--- src/hdl/neighbour_table_engine_assert.svh ---
//------------------------------------------------------------------------------
// neighbour_table_engine_assert
// assertion macros for the neighbour table engine
//------------------------------------------------------------------------------
`ifndef NEIGHBOUR_TABLE_ENGINE_ASSERT_SVH
`define NEIGHBOUR_TABLE_ENGINE_ASSERT_SVH
// implication checked on every edge outside reset
`define NTE_ASSERT_IMP(label, ante, cons) \
  label: assert property (@(posedge clk) disable iff (!rst_n) (ante) |-> (cons)) \
    else $error("assertion failed");
// implication whose consequent is checked in the cycle after the antecedent
`define NTE_ASSERT_NEXT(label, ante, cons) \
  label: assert property (@(posedge clk) disable iff (!rst_n) (ante) |=> (cons)) \
    else $error("assertion failed");
`endif

--- src/hdl/nte_pkg.sv ---
//------------------------------------------------------------------------------
// nte_pkg
// shared types and constants of the neighbour table engine
//------------------------------------------------------------------------------
package nte_pkg;
  localparam int unsigned TableDepthDefault = 64;
  localparam logic [31:0] LifetimeReset = 32'd1000;
  localparam logic [19:0] LimitReset = 20'd40000;

  localparam logic [1:0] StatusOk = 2'd0;
  localparam logic [1:0] StatusMiss = 2'd1;
  localparam logic [1:0] StatusFull = 2'd2;

  localparam logic [3:0] OpAdd = 4'd0;
  localparam logic [3:0] OpUpdate = 4'd1;
  localparam logic [3:0] OpDelete = 4'd2;
  localparam logic [3:0] OpPurge = 4'd3;
  localparam logic [3:0] OpBest = 4'd4;
  localparam logic [3:0] OpCount = 4'd5;
  localparam logic [3:0] OpFindVeh = 4'd6;
  localparam logic [3:0] OpFindMsg = 4'd7;
  localparam logic [3:0] OpNearest = 4'd8;
  localparam logic [3:0] OpFindRsu = 4'd9;

  localparam logic [0:0] RegLifetime = 1'd0;
  localparam logic [0:0] RegLimit = 1'd1;

  // entry record as stored in the table memory
  typedef struct packed {
    logic [15:0] vehicle;
    logic [15:0] message;
    logic        rsu;
    logic [31:0] stamp;
    logic [19:0] x;
    logic [19:0] y;
    logic [31:0] density;
    logic [31:0] wdist;
    logic [31:0] dsd;
    logic [31:0] dsr;
    logic [31:0] hop;
  } entry_t;

  localparam int unsigned EntryW = $bits(entry_t);

  // classified command passed from front to back
  typedef struct packed {
    logic [3:0]  op;
    logic        known;
    entry_t      item;
  } cmd_t;

  localparam int unsigned CmdW = $bits(cmd_t);

  typedef enum logic [2:0] {
    ST_IDLE,
    ST_SCAN,
    ST_SHIFT,
    ST_REPORT,
    ST_DONE
  } bst_t;
endpackage

--- src/hdl/nte_front.sv ---
//------------------------------------------------------------------------------
// nte_front
// accepts input transfers and queues classified commands (two-entry fifo)
//------------------------------------------------------------------------------
module nte_front (
  input  logic           clk,
  input  logic           rst_n,
  input  logic           in_valid,
  output logic           in_ready,
  input  nte_pkg::cmd_t  cmd_in,
  output logic           cmd_valid,
  input  logic           cmd_ready,
  output nte_pkg::cmd_t  cmd_out
);
  import nte_pkg::*;

  cmd_t        q_r [2];
  cmd_t        q_nxt [2];
  logic [1:0]  cnt_r, cnt_nxt;
  logic        push, pop;

  assign in_ready = (cnt_r != 2'd2);
  assign push = in_valid && in_ready;
  assign cmd_valid = (cnt_r != 2'd0);
  assign pop = cmd_valid && cmd_ready;
  assign cmd_out = q_r[0];

  always_comb begin
    q_nxt = q_r;
    cnt_nxt = cnt_r;
    if (pop) begin
      q_nxt[0] = q_r[1];
      cnt_nxt = cnt_nxt - 2'd1;
    end
    if (push) begin
      q_nxt[cnt_nxt[0]] = cmd_in;
      q_nxt[cnt_nxt[0]].known = (cmd_in.op <= OpFindRsu);
      cnt_nxt = cnt_nxt + 2'd1;
    end
  end

  always_ff @(posedge clk) begin
    if (!rst_n) begin
      cnt_r <= 2'd0;
    end else begin
      cnt_r <= cnt_nxt;
    end
    q_r <= q_nxt;
  end
endmodule

--- config.mk ---
export PLATFORM = sky130hd
export DESIGN_NAME = nte_front
export DESIGN_NICKNAME = d
export VERILOG_FILES = /design/src/hdl/neighbour_table_engine_assert.svh /design/src/hdl/nte_pkg.sv /design/src/hdl/nte_front.sv
export SDC_FILE = /design/constraint.sdc
export NUM_CORES = 1
export LEC_CHECK = 0
export ABC_AREA = 1
export BUFFER_PORTS_ARGS = -buffer_cell sky130_fd_sc_hd__buf_2
export CORE_ASPECT_RATIO = 0.75
export CORE_MARGIN = 8
export CORE_UTILIZATION = 58
export DETAILED_ROUTE_END_ITERATION = 7
export GPL_TIMING_DRIVEN = 0
export PLACE_DENSITY = 0.9
export SLEW_MARGIN = 20
export SYNTH_ARGS = -nofsm -noshare
export SYNTH_HDL_FRONTEND = slang
export SYNTH_SLANG_ARGS = --single-unit
--- constraint.sdc ---
create_clock -name clk -period 17.7 [get_ports clk]
set_clock_uncertainty 0.2 [all_clocks]
set_input_delay 1.77 -clock clk [delete_from_list [all_inputs] [get_ports clk]]
set_output_delay 1.77 -clock clk [all_outputs]
set_load 0.03 [all_outputs]
==> impl_results.rst <==
.. list-table::
   :header-rows: 1

   * - Metric
     - Value
   * - Util after Layout
     - 0.725
   * - Critical path buffers and inverters
     - 5
   * - Wire length of the first global-routing pass
     - between 100 and 150 mm
   * - Number of antenna violations at the first check in global routing
     - 26
   * - Commonest cells after routing, fill and taps aside
     - sky130_fd_sc_hd__nand2_1, sky130_fd_sc_hd__buf_2, sky130_fd_sc_hd__buf_4, sky130_fd_sc_hd__dfxtp_1, sky130_fd_sc_hd__edfxtp_1
   * - TritonCTS sink count
     - around 540
   * - Final ANT Viol Nets
     - 0
   * - Finish-stage setup viols
     - 0
   * - Count of boundary I/O pins
     - 546
   * - Width of the die
     - between 200 and 250 µm
   * - Setup repair after global routing missed its margin
     - false
   * - Average routed wire per standard cell
     - 18.7 µm
   * - Clock tree from TritonCTS
     - built
   * - Row count
     - 63
   * - Pre-CTS WS
     - 13090 ps
   * - Post-cts repair resize count
     - 0
   * - Mapped Avg Cell Area
     - 8.83 µm²
   * - Portion of total power attributed to combinational logic
     - 0.484
   * - Placed cell count
     - 3678
   * - Number of H-tree levels
     - 2
   * - Most common library cell in the layout ignoring fill and taps
     - sky130_fd_sc_hd__nand2_1
   * - Switching Fraction
     - 0.423
   * - Rel. slew slack
     - 0.598
   * - Syn Std Cell Area
     - 23000 µm²
   * - Number of failing hold endpoints at the final stage
     - 0
   * - Max Freq
     - 0.245 GHz
   * - Total Negative Setup Slacks
     - 0 ps
   * - Psw
     - roughly 0.0027 W
   * - First DRT Iteration DRCs
     - 1721
   * - Ratio of final minimum period to clock period
     - 0.230
   * - Total number of nets in the final design
     - 3488
   * - Count of fill cells added during filler insertion
     - 2564
   * - Post-route minimum period
     - ~4000 ps
   * - Critical path cell sequence
     - buf_2, inv_1, nor2_2, clkbuf_1, ha_4, buf_16, buf_16
   * - Final weighted congestion in routability-driven placement
     - 0.880
   * - Synth Net Count
     - 2886
   * - Source-to-sink clock delay at the later pin of the worst-skew pair
     - 560 ps
   * - Total setup buffers inserted after CTS
     - 0
   * - Number of storage elements in the synthesis netlist
     - 542
   * - Placed wire-length estimate
     - 49.3 mm
   * - Die boundary height
     - approximately 190 µm
   * - First-pass DRT Iterations
     - 6
   * - Signed area change from the synthesized netlist to the final layout
     - 23.7%
   * - Initial core utilization
     - 0.586
   * - Worst vdd ir
     - 156 µV
   * - Largest net degree at the start of global routing
     - 53
   * - Worst-case hold slack
     - 326 ps
   * - Internal Dissipation
     - 0.00365 W
   * - Buffers from clock root to sink, at most
     - 3
   * - Warning count from the yosys run
     - 0
   * - Type of the most critical hold path
     - reg2reg
   * - Post-route non-filler standard cell count
     - roughly 3800
   * - Reported leakage power
     - 14.6 nW
   * - Worst Setup Path Type
     - in2reg
   * - Part of the total power dissipated in sequential elements
     - 0.324
   * - Port buffer count
     - 544
   * - Total clock buffers created by CTS
     - 51
   * - Die Outline Area
     - approximately 46000 µm²
   * - Via count of the first global-routing pass
     - 20100
   * - Placeable core area
     - about 39000 µm²
   * - Kind of end point of the critical path
     - flip-flop
   * - Run status
     - finished, final reports clean
   * - Arr. time, crit path
     - 4120 ps
   * - Worst setup margin
     - between 10000 and 15000 ps
   * - Most used routing layer in global routing
     - met2
   * - Sequential cell area in the final layout
     - 13600 µm²
   * - Type of origin of the critical path
     - primary input
   * - Synth Instances
     - approximately 2600
   * - Global route overflow
     - 0
   * - Slowest stage cell, crit path
     - sky130_fd_sc_hd__ha_4
   * - Cell occurring most often along the worst timing path
     - sky130_fd_sc_hd__buf_16
   * - Top fanout value on the critical path
     - 52
   * - Max Transition Viols Final
     - 0
   * - # Max-Cap Violations
     - 0
   * - GR Util met2
     - 0.488
   * - Vias per std cell
     - 5.32
   * - Global routing usage summed across all routing layers
     - 0.289
   * - CP max stage delay
     - 600 ps
   * - Required arrival time at the worst endpoint
     - 17740 ps
   * - Library cells used by synthesis
     - 18
   * - Hold-fix buffers at CTS
     - 0
   * - P per Cell Area
     - 222 nW/µm²
   * - Slew at the pin with the worst max-slew slack
     - 603 ps
   * - Clock root buffer
     - sky130_fd_sc_hd__clkbuf_16
   * - Clock-pin slew on the worst setup and hold paths
     - 60 ps
   * - Multi-input gate area in the final layout
     - 6540 µm²
   * - Family of cells with the greatest summed delay on the critical path
     - buffers and inverters
   * - Vias post-DR
     - slightly above 20000
   * - Wire length reported by the detailed router
     - 71.1 mm
   * - Clock share of power
     - 0.193
   * - # DRC
     - 0
   * - Fraction of the yosys area taken by sequential cells
     - 0.588
   * - GR met1 Demand/Resource
     - 0.351
   * - Layout cell share with drive strength beyond 1
     - 0.314
   * - GR Util met3
     - 0.0621
-- layer usage --
layer,vias up,share of wire
met1,9467,0.37
met3,235,0.097
met5,-,0.00069
met4,8,0.043
met2,1199,0.49
li1,9286,-
-- synth_stat cells --
| cell | instances | area, µm² |
|---|---|---|
| sky130_fd_sc_hd__inv_2 | 1 | 3.75 |
| sky130_fd_sc_hd__nor2_2 | 1 | 6.26 |
| sky130_fd_sc_hd__buf_1 | 1 | 3.75 |
| sky130_fd_sc_hd__o21ai_0 | 4 | 20.0 |
| sky130_fd_sc_hd__nor2_1 | 3 | 11.3 |
| sky130_fd_sc_hd__nor2_4 | 1 | 11.3 |
| sky130_fd_sc_hd__buf_4 | 286 | 2150 |
| sky130_fd_sc_hd__nand2_1 | 1354 | 5080 |
| sky130_fd_sc_hd__clkbuf_1 | 36 | 135 |
| sky130_fd_sc_hd__a21oi_1 | 1 | 5.00 |
| sky130_fd_sc_hd__edfxtp_1 | 270 | 8110 |
| sky130_fd_sc_hd__ha_1 | 3 | 37.5 |
| sky130_fd_sc_hd__buf_2 | 68 | 340 |
| sky130_fd_sc_hd__nand2_2 | 2 | 12.5 |
| sky130_fd_sc_hd__inv_1 | 12 | 45.0 |
| sky130_fd_sc_hd__dfxtp_1 | 272 | 5450 |
| sky130_fd_sc_hd__nand3_1 | 268 | 1340 |
| sky130_fd_sc_hd__buf_6 | 26 | 293 |
-- cell type report --
type,count,area share
antenna,26,0.00228
buffer,417,0.102
clock inverter,23,0.0130
sequential,542,0.475
timing repair buffer,549,0.100
inverter,13,0.00171
multi-input combinational,1637,0.229
tap,520,0.0228
clock buffer,72,0.0532
-- kinds of logic (layout without fill, tap and decap cells) --
logic type | Yosys count | count (layout) | share of synthesized area
AND/OR/NAND/NOR | 1629 | 1629 | 0.280
flip-flops | 542 | 542 | 0.588
buffers and inverters | 430 | 1074 | 0.129
AO/OA/AOI/OAI | 5 | 5 | 0.00109
adder cells (fa/ha/maj) | 3 | 3 | 0.00163
other | 0 | 26 | 0
-- final timing paths --
check	start	cells past startpoint	to	slack [ps]
max	in_valid	7	flip-flop	13620
min	flip-flop	4	cmd_out[198]	330
max reg2reg	cnt_r[0]	7	flip-flop	14280
min reg2reg	flip-flop	4	cmd_out[198]	330
-- tightest hold or removal path, delay by kind of cell, from the launching register on --
kind	cells	cell delay [ps]
DFF	1	320
and+or+nand+nor	4	180
-- through the flow --
stage / cell area [µm²] / total power [W]
CTS: 28500 / 0.00630
global placement: 26400 / 0.00498
floorplan: 23000 / 0.00423
finish: 28500 / 0.00633
global route: 28500 / 0.00665
detailed placement: 26600 / 0.00504
-- power groups by stage --
stage / clock network [W] / logic, W / registers [W]
6_report: 0.00122 / 0.00306 / 0.00205
5_1_grt: 0.00128 / 0.00329 / 0.00208
4_1_cts: 0.00123 / 0.00303 / 0.00204
3_5_place_dp: 0 / 0.00298 / 0.00206
3_3_place_gp: 0 / 0.00287 / 0.00211
2_1_floorplan: 0 / 0.00219 / 0.00205
Note: power is estimated with default switching activity, not from simulation.
